`src/sv/kalman_filter_step_core_macros.svh`:
```
// ---------------------------------------------------------------------------
// Kalman filter step core - assertion macros
// Shared property shorthands for the core's checks.
// ---------------------------------------------------------------------------
`ifndef KALMAN_FILTER_STEP_CORE_MACROS_SVH
`define KALMAN_FILTER_STEP_CORE_MACROS_SVH

// Same-cycle implication, masked while in reset
`define KFSC_ASSERT_NOW(label, clk, rst_n, ante, cons, msg) \
  label: assert property (@(posedge clk) disable iff (!rst_n) (ante) |-> (cons)) \
    else $error(msg);

// Next-cycle implication, masked while in reset
`define KFSC_ASSERT_NEXT(label, clk, rst_n, ante, cons, msg) \
  label: assert property (@(posedge clk) disable iff (!rst_n) (ante) |=> (cons)) \
    else $error(msg);

`endif

```
`src/sv/kfs_pkg.sv`:
```
// ---------------------------------------------------------------------------
// kfs_pkg
// Types, constants and the micro-program of the Kalman filter step core.
// ---------------------------------------------------------------------------
package kfs_pkg;

  localparam int DW       = 32;
  localparam int CW       = 64;
  localparam int CFG_N    = 5;
  localparam int CFG_IW   = 3;
  localparam int IDX_W    = 5;
  localparam int RAM_D    = 32;
  localparam int PROG_LEN = 63;
  localparam int PC_W     = 6;

  localparam logic [CW-1:0] CFG_RST_IDENT = 64'h0100_0000_0000_0100;
  localparam logic [CW-1:0] CFG_RST_ONES  = 64'h0100_0100_0100_0100;

  typedef enum logic [1:0] {M_MUL, M_ADD, M_SUB, M_DIV} mode_t;
  typedef enum logic [1:0] {S_RAM, S_COEF, S_EXT} src_t;
  typedef enum logic [1:0] {D_NONE, D_RAM, D_STATE} dst_t;

  typedef struct packed {
    src_t             src;
    logic [IDX_W-1:0] idx;
  } opnd_t;

  typedef struct packed {
    mode_t            mode;
    opnd_t            a;
    opnd_t            b;
    logic             acc;
    logic             sh16;
    dst_t             dk;
    logic [IDX_W-1:0] dst;
  } ins_t;

  typedef struct packed {
    logic accept;
    logic ex;
    logic wb;
    logic div_start;
    logic div_wr;
    logic out_load;
    ins_t ins;
  } cmd_t;

  typedef struct packed {
    logic div_done;
  } sts_t;

  typedef enum logic [2:0] {ST_IDLE, ST_RD, ST_EX, ST_WB, ST_DIV, ST_OUT} ctl_state_t;

  // coefficient index: register * 4 + entry
  localparam logic [IDX_W-1:0] C_A00 = 5'd0,  C_A01 = 5'd1,  C_A10 = 5'd2,  C_A11 = 5'd3;
  localparam logic [IDX_W-1:0] C_B00 = 5'd4,  C_B01 = 5'd5,  C_B10 = 5'd6,  C_B11 = 5'd7;
  localparam logic [IDX_W-1:0] C_H00 = 5'd8,  C_H01 = 5'd9;
  localparam logic [IDX_W-1:0] C_Q00 = 5'd12, C_Q01 = 5'd13, C_Q10 = 5'd14, C_Q11 = 5'd15;
  localparam logic [IDX_W-1:0] C_R00 = 5'd16;
  localparam logic [2:0]       CREG_Q = 3'd3;

  // state and input words; the state ones double as write targets
  localparam logic [IDX_W-1:0] E_X0 = 5'd0, E_X1 = 5'd1;
  localparam logic [IDX_W-1:0] E_P00 = 5'd2, E_P01 = 5'd3, E_P10 = 5'd4, E_P11 = 5'd5;
  localparam logic [IDX_W-1:0] E_Z0 = 5'd6, E_Z1 = 5'd7, E_U0 = 5'd8, E_U1 = 5'd9;

  // scratch RAM map
  localparam logic [IDX_W-1:0] R_XP0 = 5'd0,  R_XP1 = 5'd1;
  localparam logic [IDX_W-1:0] R_T00 = 5'd2,  R_T01 = 5'd3,  R_T10 = 5'd4,  R_T11 = 5'd5;
  localparam logic [IDX_W-1:0] R_PP00 = 5'd6, R_PP01 = 5'd7, R_PP10 = 5'd8, R_PP11 = 5'd9;
  localparam logic [IDX_W-1:0] R_Y = 5'd10,   R_PH0 = 5'd11, R_PH1 = 5'd12, R_S = 5'd13;
  localparam logic [IDX_W-1:0] R_INV = 5'd14, R_K0 = 5'd15,  R_K1 = 5'd16,  R_INN = 5'd17;
  localparam logic [IDX_W-1:0] R_KH00 = 5'd18, R_KH01 = 5'd19, R_KH10 = 5'd20, R_KH11 = 5'd21;
  localparam logic [IDX_W-1:0] R_TA = 5'd22,  R_TB = 5'd23;

  localparam logic SH8 = 1'b0, SH16 = 1'b1;

  function automatic ins_t mk(mode_t m, src_t as, logic [IDX_W-1:0] ai, src_t bs,
                              logic [IDX_W-1:0] bi, logic acc, logic sh16, dst_t dk,
                              logic [IDX_W-1:0] d);
    ins_t r;
    r.mode  = m;
    r.a.src = as;
    r.a.idx = ai;
    r.b.src = bs;
    r.b.idx = bi;
    r.acc   = acc;
    r.sh16  = sh16;
    r.dk    = dk;
    r.dst   = d;
    return r;
  endfunction

  // first product of a two-term sum
  function automatic ins_t mp(src_t as, logic [IDX_W-1:0] ai, src_t bs,
                              logic [IDX_W-1:0] bi, logic sh);
    return mk(M_MUL, as, ai, bs, bi, 1'b0, sh, D_NONE, R_TA);
  endfunction

  // second product, summed and written
  function automatic ins_t ma(src_t as, logic [IDX_W-1:0] ai, src_t bs,
                              logic [IDX_W-1:0] bi, logic sh, dst_t dk, logic [IDX_W-1:0] d);
    return mk(M_MUL, as, ai, bs, bi, 1'b1, sh, dk, d);
  endfunction

  // single product written
  function automatic ins_t m1(src_t as, logic [IDX_W-1:0] ai, src_t bs,
                              logic [IDX_W-1:0] bi, logic sh, dst_t dk, logic [IDX_W-1:0] d);
    return mk(M_MUL, as, ai, bs, bi, 1'b0, sh, dk, d);
  endfunction

  function automatic ins_t ad(src_t as, logic [IDX_W-1:0] ai, src_t bs,
                              logic [IDX_W-1:0] bi, dst_t dk, logic [IDX_W-1:0] d);
    return mk(M_ADD, as, ai, bs, bi, 1'b0, SH8, dk, d);
  endfunction

  function automatic ins_t sb(src_t as, logic [IDX_W-1:0] ai, src_t bs,
                              logic [IDX_W-1:0] bi, dst_t dk, logic [IDX_W-1:0] d);
    return mk(M_SUB, as, ai, bs, bi, 1'b0, SH8, dk, d);
  endfunction

  // one filter step for a 2-entry state and one measurement
  function automatic ins_t ucode(logic [PC_W-1:0] pc);
    ins_t r;
    r = mk(M_ADD, S_RAM, R_TA, S_RAM, R_TA, 1'b0, SH8, D_NONE, R_TA);
    case (pc)
      // predicted state
      6'd0:  r = mp(S_COEF, C_A00, S_EXT, E_X0, SH8);
      6'd1:  r = ma(S_COEF, C_A01, S_EXT, E_X1, SH8, D_RAM, R_TA);
      6'd2:  r = mp(S_COEF, C_B00, S_EXT, E_U0, SH8);
      6'd3:  r = ma(S_COEF, C_B01, S_EXT, E_U1, SH8, D_RAM, R_TB);
      6'd4:  r = ad(S_RAM, R_TA, S_RAM, R_TB, D_RAM, R_XP0);
      6'd5:  r = mp(S_COEF, C_A10, S_EXT, E_X0, SH8);
      6'd6:  r = ma(S_COEF, C_A11, S_EXT, E_X1, SH8, D_RAM, R_TA);
      6'd7:  r = mp(S_COEF, C_B10, S_EXT, E_U0, SH8);
      6'd8:  r = ma(S_COEF, C_B11, S_EXT, E_U1, SH8, D_RAM, R_TB);
      6'd9:  r = ad(S_RAM, R_TA, S_RAM, R_TB, D_RAM, R_XP1);
      // A * P
      6'd10: r = mp(S_COEF, C_A00, S_EXT, E_P00, SH8);
      6'd11: r = ma(S_COEF, C_A01, S_EXT, E_P10, SH8, D_RAM, R_T00);
      6'd12: r = mp(S_COEF, C_A00, S_EXT, E_P01, SH8);
      6'd13: r = ma(S_COEF, C_A01, S_EXT, E_P11, SH8, D_RAM, R_T01);
      6'd14: r = mp(S_COEF, C_A10, S_EXT, E_P00, SH8);
      6'd15: r = ma(S_COEF, C_A11, S_EXT, E_P10, SH8, D_RAM, R_T10);
      6'd16: r = mp(S_COEF, C_A10, S_EXT, E_P01, SH8);
      6'd17: r = ma(S_COEF, C_A11, S_EXT, E_P11, SH8, D_RAM, R_T11);
      // (A P) A^T + Q
      6'd18: r = mp(S_RAM, R_T00, S_COEF, C_A00, SH8);
      6'd19: r = ma(S_RAM, R_T01, S_COEF, C_A01, SH8, D_RAM, R_TA);
      6'd20: r = ad(S_RAM, R_TA, S_COEF, C_Q00, D_RAM, R_PP00);
      6'd21: r = mp(S_RAM, R_T00, S_COEF, C_A10, SH8);
      6'd22: r = ma(S_RAM, R_T01, S_COEF, C_A11, SH8, D_RAM, R_TA);
      6'd23: r = ad(S_RAM, R_TA, S_COEF, C_Q01, D_RAM, R_PP01);
      6'd24: r = mp(S_RAM, R_T10, S_COEF, C_A00, SH8);
      6'd25: r = ma(S_RAM, R_T11, S_COEF, C_A01, SH8, D_RAM, R_TA);
      6'd26: r = ad(S_RAM, R_TA, S_COEF, C_Q10, D_RAM, R_PP10);
      6'd27: r = mp(S_RAM, R_T10, S_COEF, C_A10, SH8);
      6'd28: r = ma(S_RAM, R_T11, S_COEF, C_A11, SH8, D_RAM, R_TA);
      6'd29: r = ad(S_RAM, R_TA, S_COEF, C_Q11, D_RAM, R_PP11);
      // H x', P' H^T, innovation covariance
      6'd30: r = mp(S_COEF, C_H00, S_RAM, R_XP0, SH8);
      6'd31: r = ma(S_COEF, C_H01, S_RAM, R_XP1, SH8, D_RAM, R_Y);
      6'd32: r = mp(S_RAM, R_PP00, S_COEF, C_H00, SH8);
      6'd33: r = ma(S_RAM, R_PP01, S_COEF, C_H01, SH8, D_RAM, R_PH0);
      6'd34: r = mp(S_RAM, R_PP10, S_COEF, C_H00, SH8);
      6'd35: r = ma(S_RAM, R_PP11, S_COEF, C_H01, SH8, D_RAM, R_PH1);
      6'd36: r = mp(S_COEF, C_H00, S_RAM, R_PH0, SH8);
      6'd37: r = ma(S_COEF, C_H01, S_RAM, R_PH1, SH8, D_RAM, R_TA);
      6'd38: r = ad(S_RAM, R_TA, S_COEF, C_R00, D_RAM, R_S);
      6'd39: r = mk(M_DIV, S_RAM, R_S, S_RAM, R_S, 1'b0, SH8, D_RAM, R_INV);
      // gain and innovation
      6'd40: r = m1(S_RAM, R_PH0, S_RAM, R_INV, SH16, D_RAM, R_K0);
      6'd41: r = m1(S_RAM, R_PH1, S_RAM, R_INV, SH16, D_RAM, R_K1);
      6'd42: r = sb(S_EXT, E_Z0, S_RAM, R_Y, D_RAM, R_INN);
      // new state
      6'd43: r = m1(S_RAM, R_K0, S_RAM, R_INN, SH16, D_RAM, R_TA);
      6'd44: r = ad(S_RAM, R_XP0, S_RAM, R_TA, D_STATE, E_X0);
      6'd45: r = m1(S_RAM, R_K1, S_RAM, R_INN, SH16, D_RAM, R_TA);
      6'd46: r = ad(S_RAM, R_XP1, S_RAM, R_TA, D_STATE, E_X1);
      // K H
      6'd47: r = m1(S_RAM, R_K0, S_COEF, C_H00, SH8, D_RAM, R_KH00);
      6'd48: r = m1(S_RAM, R_K0, S_COEF, C_H01, SH8, D_RAM, R_KH01);
      6'd49: r = m1(S_RAM, R_K1, S_COEF, C_H00, SH8, D_RAM, R_KH10);
      6'd50: r = m1(S_RAM, R_K1, S_COEF, C_H01, SH8, D_RAM, R_KH11);
      // new covariance
      6'd51: r = mp(S_RAM, R_KH00, S_RAM, R_PP00, SH16);
      6'd52: r = ma(S_RAM, R_KH01, S_RAM, R_PP10, SH16, D_RAM, R_TA);
      6'd53: r = sb(S_RAM, R_PP00, S_RAM, R_TA, D_STATE, E_P00);
      6'd54: r = mp(S_RAM, R_KH00, S_RAM, R_PP01, SH16);
      6'd55: r = ma(S_RAM, R_KH01, S_RAM, R_PP11, SH16, D_RAM, R_TA);
      6'd56: r = sb(S_RAM, R_PP01, S_RAM, R_TA, D_STATE, E_P01);
      6'd57: r = mp(S_RAM, R_KH10, S_RAM, R_PP00, SH16);
      6'd58: r = ma(S_RAM, R_KH11, S_RAM, R_PP10, SH16, D_RAM, R_TA);
      6'd59: r = sb(S_RAM, R_PP10, S_RAM, R_TA, D_STATE, E_P10);
      6'd60: r = mp(S_RAM, R_KH10, S_RAM, R_PP01, SH16);
      6'd61: r = ma(S_RAM, R_KH11, S_RAM, R_PP11, SH16, D_RAM, R_TA);
      6'd62: r = sb(S_RAM, R_PP11, S_RAM, R_TA, D_STATE, E_P11);
      default: r = mk(M_ADD, S_RAM, R_TA, S_RAM, R_TA, 1'b0, SH8, D_NONE, R_TA);
    endcase
    return r;
  endfunction

endpackage

```
`src/sv/kfs_ctrl.sv`:
```
// ---------------------------------------------------------------------------
// kfs_ctrl
// Controller: steps the micro-program, runs the handshakes.
// ---------------------------------------------------------------------------
module kfs_ctrl (
  input  logic          clk,
  input  logic          rst_n,
  input  logic          in_tvalid,
  output logic          in_tready,
  output logic          out_tvalid,
  input  logic          out_tready,
  input  kfs_pkg::sts_t sts,
  output kfs_pkg::cmd_t cmd
);

  kfs_pkg::ctl_state_t       state_r, state_nxt;
  logic [kfs_pkg::PC_W-1:0]  pc_r, pc_nxt;
  logic                      out_valid_r, out_valid_nxt;
  kfs_pkg::ins_t             ins;
  logic                      last;

  assign ins  = kfs_pkg::ucode(pc_r);
  assign last = pc_r == kfs_pkg::PC_W'(kfs_pkg::PROG_LEN - 1);

  always_ff @(posedge clk) begin
    if (!rst_n) begin
      state_r     <= kfs_pkg::ST_IDLE;
      pc_r        <= '0;
      out_valid_r <= 1'b0;
    end else begin
      state_r     <= state_nxt;
      pc_r        <= pc_nxt;
      out_valid_r <= out_valid_nxt;
    end
  end

  always_comb begin
    state_nxt = state_r;
    case (state_r)
      kfs_pkg::ST_IDLE: if (in_tvalid) state_nxt = kfs_pkg::ST_RD;
      kfs_pkg::ST_RD:   state_nxt = kfs_pkg::ST_EX;
      kfs_pkg::ST_EX:   state_nxt = (ins.mode == kfs_pkg::M_DIV) ? kfs_pkg::ST_DIV
                                                                 : kfs_pkg::ST_WB;
      kfs_pkg::ST_WB:   state_nxt = last ? kfs_pkg::ST_OUT : kfs_pkg::ST_RD;
      kfs_pkg::ST_DIV:  if (sts.div_done) state_nxt = kfs_pkg::ST_RD;
      kfs_pkg::ST_OUT:  if (!out_valid_r || out_tready) state_nxt = kfs_pkg::ST_IDLE;
      default:          state_nxt = kfs_pkg::ST_IDLE;
    endcase
  end

  always_comb begin
    cmd           = '0;
    cmd.ins       = ins;
    in_tready     = 1'b0;
    case (state_r)
      kfs_pkg::ST_IDLE: begin
        in_tready  = 1'b1;
        cmd.accept = in_tvalid;
      end
      kfs_pkg::ST_EX: begin
        cmd.ex        = ins.mode != kfs_pkg::M_DIV;
        cmd.div_start = ins.mode == kfs_pkg::M_DIV;
      end
      kfs_pkg::ST_WB:  cmd.wb       = 1'b1;
      kfs_pkg::ST_DIV: cmd.div_wr   = sts.div_done;
      kfs_pkg::ST_OUT: cmd.out_load = !out_valid_r || out_tready;
      default: ;
    endcase
  end

  always_comb begin
    pc_nxt = pc_r;
    if (cmd.accept) begin
      pc_nxt = '0;
    end else if ((cmd.wb && !last) || cmd.div_wr) begin
      pc_nxt = pc_r + 1'b1;
    end
    // hold the word until taken, refill in the same cycle
    out_valid_nxt = cmd.out_load ? 1'b1 : (out_tready ? 1'b0 : out_valid_r);
  end

  assign out_tvalid = out_valid_r;

endmodule

```
`config.mk`:
```
export PLATFORM = sky130hd
export DESIGN_NAME = kfs_ctrl
export DESIGN_NICKNAME = d
export VERILOG_FILES = /design/src/sv/kalman_filter_step_core_macros.svh /design/src/sv/kfs_pkg.sv /design/src/sv/kfs_ctrl.sv
export SDC_FILE = /design/constraint.sdc
export NUM_CORES = 1
export LEC_CHECK = 0
export BUFFER_PORTS_ARGS = -buffer_cell sky130_fd_sc_hd__buf_2
export CAP_MARGIN = 10
export CORE_MARGIN = 2
export CORE_UTILIZATION = 64
export DETAILED_ROUTE_END_ITERATION = 8
export PLACE_DENSITY = 0.87
export SETUP_SLACK_MARGIN = 0.2
export SLEW_MARGIN = 40
export SYNTH_ARGS = -nofsm -noshare
export SYNTH_HDL_FRONTEND = slang
export SYNTH_SLANG_ARGS = --single-unit
```
`constraint.sdc`:
```
create_clock -name clk -period 7.13 [get_ports clk]
set_clock_uncertainty 0.2 [all_clocks]
set_input_delay 1.0695 -clock clk [delete_from_list [all_inputs] [get_ports clk]]
set_output_delay 1.0695 -clock clk [all_outputs]
set_load 0.05 [all_outputs]
```
======== Yosys cells after proc, flatten, opt, wreduce, memory -nomap -nowiden ========
Memories as Yosys holds them, arrays and structs flattened. A register that Yosys moved wholly into a read port is not among the register bits.
Cells that the tools add are included.
storage, ports and cells
  ROM bits ................................ 1600
  logic and storage cells ................. 43
  flip-flop bits (word level) ............. 10
  output and inout port bits .............. 33
  bits of input ports ..................... 5
  memories ................................ 1
memories
  name             depth  width  read ports  clocked after memory_dff  write ports  line            source
  (no name shown)  64     25     1           1                         0            kfs_pkg.sv:126  case (pc)
cells by class
  eq/ne operators ......................... 11
  muxes and demuxes ....................... 17
  bitwise gates (word level) .............. 1
  reduce and logical (&&, ||, !) cells .... 9
  $add $sub $neg .......................... 1
operator list
  kind                                                  count
  one-hot mux 3 bit (6 select lines)                    1
  2-to-1 mux 3 bit                                      5
  2-to-1 mux 6 bit                                      2
  2-to-1 mux 1 bit                                      9
  inequality test 2 bit (second input constant)         4
  adder 6 x 1 -> 6 bit (second input constant)          1
  equality test 3 x 2 -> 1 bit (second input constant)  2
  equality test 3 bit (second input constant)           2
  equality test 6 bit (second input constant)           1
  equality test 3 x 1 -> 1 bit (second input constant)  1
  logical NOT 3 bit                                     1
  AND reduction 3 bit                                   1
  equality test 2 bit (second input constant)           1
  logical NOT 1 bit                                     2
  logical OR 1 bit                                      2
  nonzero test 2 bit                                    1
  OR reduction 2 bit                                    1
  logical AND 1 bit                                     1
  NOT 1 bit                                             1

======== Longest topological paths before layout ========
  depth after elaboration ................. 6
  gate-level depth with buffers ........... 18
  mapped depth without buffers ............ 17

======== Worst setup path before layout ========
OpenSTA, ideal clock, no wires.
  kind .................................... input port to flip-flop
  start point ............................. in in_tvalid
  end point ............................... reg, netlist name ins[12]
  data required time ...................... 6796 ps
  data arrival time ....................... 3752 ps
  buffers on the path ..................... 1
  setup time .............................. 134 ps
  stages on the path ...................... 13
  slack ................................... 3044 ps
  cell sequence ........................... nor4b_4 nor2_1 nand2_1 inv_1 ha_1 clkbuf_1 inv_1 nor4_1 a311oi_1 nand3_1 nand3b_1 a21boi_0 o211ai_1
between the ends
  word-level cells in the longest chain between the ends .. 3
ends and longest elaborated chain
  element                       line            source
  from (decl)                   kfs_ctrl.sv:8   input logic in_tvalid,
  2-to-1 mux 1 bit              kfs_ctrl.sv:55  case (state_r)
  OR reduction 2 bit (no line)  -
  2-to-1 mux 6 bit (no line)    -
No other way between the ends.
A chain may end at the register's enable or synchronous reset.

======== Worst setup path in the final report ========
  start point ............................. in sts
  end point ............................... reg, netlist name ins[12]
between the ends
  word-level cells in the longest chain between the ends .. 4
ends and longest elaborated chain
  element                                  line            source
  from (decl)                              kfs_ctrl.sv:12  input kfs_pkg::sts_t sts,
  2-to-1 mux 1 bit                         kfs_ctrl.sv:55
  logical OR 1 bit                         kfs_ctrl.sv:75  end else if ((cmd.wb && !last) || cmd.div_wr) begin
  2-to-1 mux 6 bit (no line) (2 in a row)  -
No other way between the ends.

==> metrics.txt <==
Crit path max-delay family simple AND/OR/NAND/NOR gates; Global Route Usage Sum 40.7%; Total Neg Setup Slack 0 ns; Worst path depth 15; max-slew violations 0; most frequent cells in the layout nand2_1 (58), a21oi_1 (38), buf_2 (37); dominant synthesized flop cell dfxtp_1; Port Buffers 37; Syn Inst Count 440; cell internal pwr 287 uW; Worst-Skew Late Latency 0.29 ns; reg2reg end ins[12]; syn_area_per_cell 7.37 sq um; Pleak 1.39 nW; clock share of power 35.3%; Tightest Hold Check Type reg2reg; yosys warns 0; Final Cell Area 3420 sq um; worst r2r src pc_r[0]; die width 75.2 um; slowest CP cell xnor2_1; area grow syn2layout 5.52%; # DRC 0; Die Span Y 75.2 um; pin count of the biggest net entering global routing 38; initial antenna violation count 0; Yosys cell types 69; gp weighted congestion 1.02; Crit Path Max Fanout 11; Cell Chain, Critical Path buf_2, nand4bb_4, inv_2, nor2_2, xnor2_1, nand2_1, inv_1, ha_1, inv_1, nor4_1, a311oi_1, nand3_1, nand3b_1, a21boi_0, o211ai_1; Worst Tran Pin Value 0.875 ns; H-Tree Depth 2; final antenna-violating net count 0; Crit. End Element flip-flop; RSZ-0062 raised after global routing no; Final setup violation count 0; Rel. slew slack 41.7%; Post-CTS Setup Bufs 0; Max Freq 215 MHz; Reg power frac 48.5%; Sink Count 35; sequential element share of the synthesized area 21.6%; Hold Startpoint out_tvalid; Hold-fix buffers, CTS 0; Root Buffer Master clkbuf_8; core footprint 4820 sq um; Worst path most repeated cell inv_1; I/O pins 38; pwr/cell area 124 nW/um^2; required time of the critical path 7.15 ns; ant diodes 0; setup ws final 2.49 ns; Initial DRC Count 779; sw frac 32.1%; period utilization 65.1%; CP Launch Type input port; sw power 136 uW; Post-DP Area 3330 sq um; total die area 5650 sq um; worst setup path start sts; Overflow after GRT 0; vias per std cell 7.46; Final Hold Viols 0; net count after synthesis 460; fin crit period 4.64 ns; layout cells sized above 1 16.4%; Final Core Density 71.0%; status finished clean; R2R Setup Slk 2.59 ns; Clock Tree Buf Depth 2; first-pass GRT wire length 17.2 mm; Mapped Area 3240 sq um; slowest cell delay on critical path 0.55 ns; pre-CTS WS 2.39 ns; crit path buf inv count 4; DRT Wirelength 11.3 mm; Post-DP HPWL 7.62 mm; clock buffer count from CTS 5; initial core utilization 67.3%; post_cts resized 0; Comb power frac 16.2%; peak supply drop 0.0000745 V; crit path capture ins[12]; Worst-path clk slew 0.08 ns; vias in the first global route 3,299; crit path DAT 4.66 ns; most common cell after layout, fill and taps aside nand2_1; Site Rows 25; number of synthesized register bits 35; async set-reset flop share out of synthesis 0%; max cap viols 0; critical path type in2reg; worst hold slack 0.384 ns; EDFF count, synth 0; DRT Pass-1 Iters 7; Layout Nets 470; R2R cell count 15; CTS tree yes; Vias 3,862; wire length per cell 21.9 um
## layout make-up
cell class | count | area [sq um]
Clock buffer | 5 | 68.8
Clock inverter | 3 | 20.0
Fill cell | 415 | 1400
Inverter | 15 | 58.8
Multi-Input combinational cell | 352 | 2270
Sequential cell | 35 | 701
Tap cell | 67 | 83.8
Timing Repair Buffer | 41 | 215
## per-stage QoR
| stage | power (mW) | instances |
|---|---|---|
| after floorplan | 0.260 | 440 |
| after global placement | 0.275 | 510 |
| after detailed placement | 0.276 | 510 |
| after CTS | 0.420 | 518 |
| after global routing | 0.433 | 518 |
| final | 0.424 | 518 |
## metal layers
metal / track usage [%] / up-vias / share of wire [%]
li1: - / 1653 / -
met1: 54.6 / 1708 / 38
met2: 58.3 / 383 / 40
met3: 14.2 / 118 / 15
met4: 19.7 / 0 / 7.2
met5: 0 / - / 0
## how the worst min path moves through the flow
stage / endpoint / slack [ns] / cells after the start
4_1_cts: out_tvalid / 0.38 / 2
3_3_place_gp: out_tvalid / 0.35 / 2
6_report: out_tvalid / 0.38 / 2
5_1_grt: out_tvalid / 0.42 / 2
3_5_place_dp: out_tvalid / 0.37 / 2
2_1_floorplan: out_tvalid / 0.42 / 3
## worst min-delay path, stage by stage (launching register included)
cell and delay, ns:
dfxtp_1 0.31, nand2b_1 0.13, a21oi_1 0.09
## synthesized netlist by cell type (10+ instances only)
library cell,count,area [sq um]
nor3_1,17,85.1
nand2_1,58,218
ha_1,15,188
o211ai_1,12,90.1
dfxtp_1,35,701
o21ai_0,34,170
nor2_1,28,105
a31oi_1,15,93.8
a21oi_1,38,190
nand3_1,18,90.1
inv_1,10,37.5
buf_2,22,110
## flip-flops by register name (all words and copies together), names as in the netlist
| name | flops |
|---|---|
| out_tvalid | 1 |
| pc_r | 6 |
| state_r | 3 |
| ins | 25 |
## cells by family after synthesis
group / count (synthesis) / share of synthesized area (%)
DFF: 35 / 21.6
xor gates and xnor gates: 4 / 1.08
buffers and inverters: 53 / 8.49
AOI/OAI and AO/OA: 166 / 35.2
muxes: 7 / 2.20
adders and majority gates: 15 / 5.79
and+or+nand+nor: 160 / 25.6
## power by group through the flow
stage                     Combinational (mW)  Sequential [mW]  Clock (mW)
after floorplan                       0.0517            0.208           0
after global placement                0.0651            0.210           0
after detailed placement              0.0660            0.210           0
after CTS                             0.0663            0.205       0.148
after global routing                  0.0721            0.206       0.155
final                                 0.0686            0.206       0.149
No activity file was read; power rests on OpenSTA's default activity.
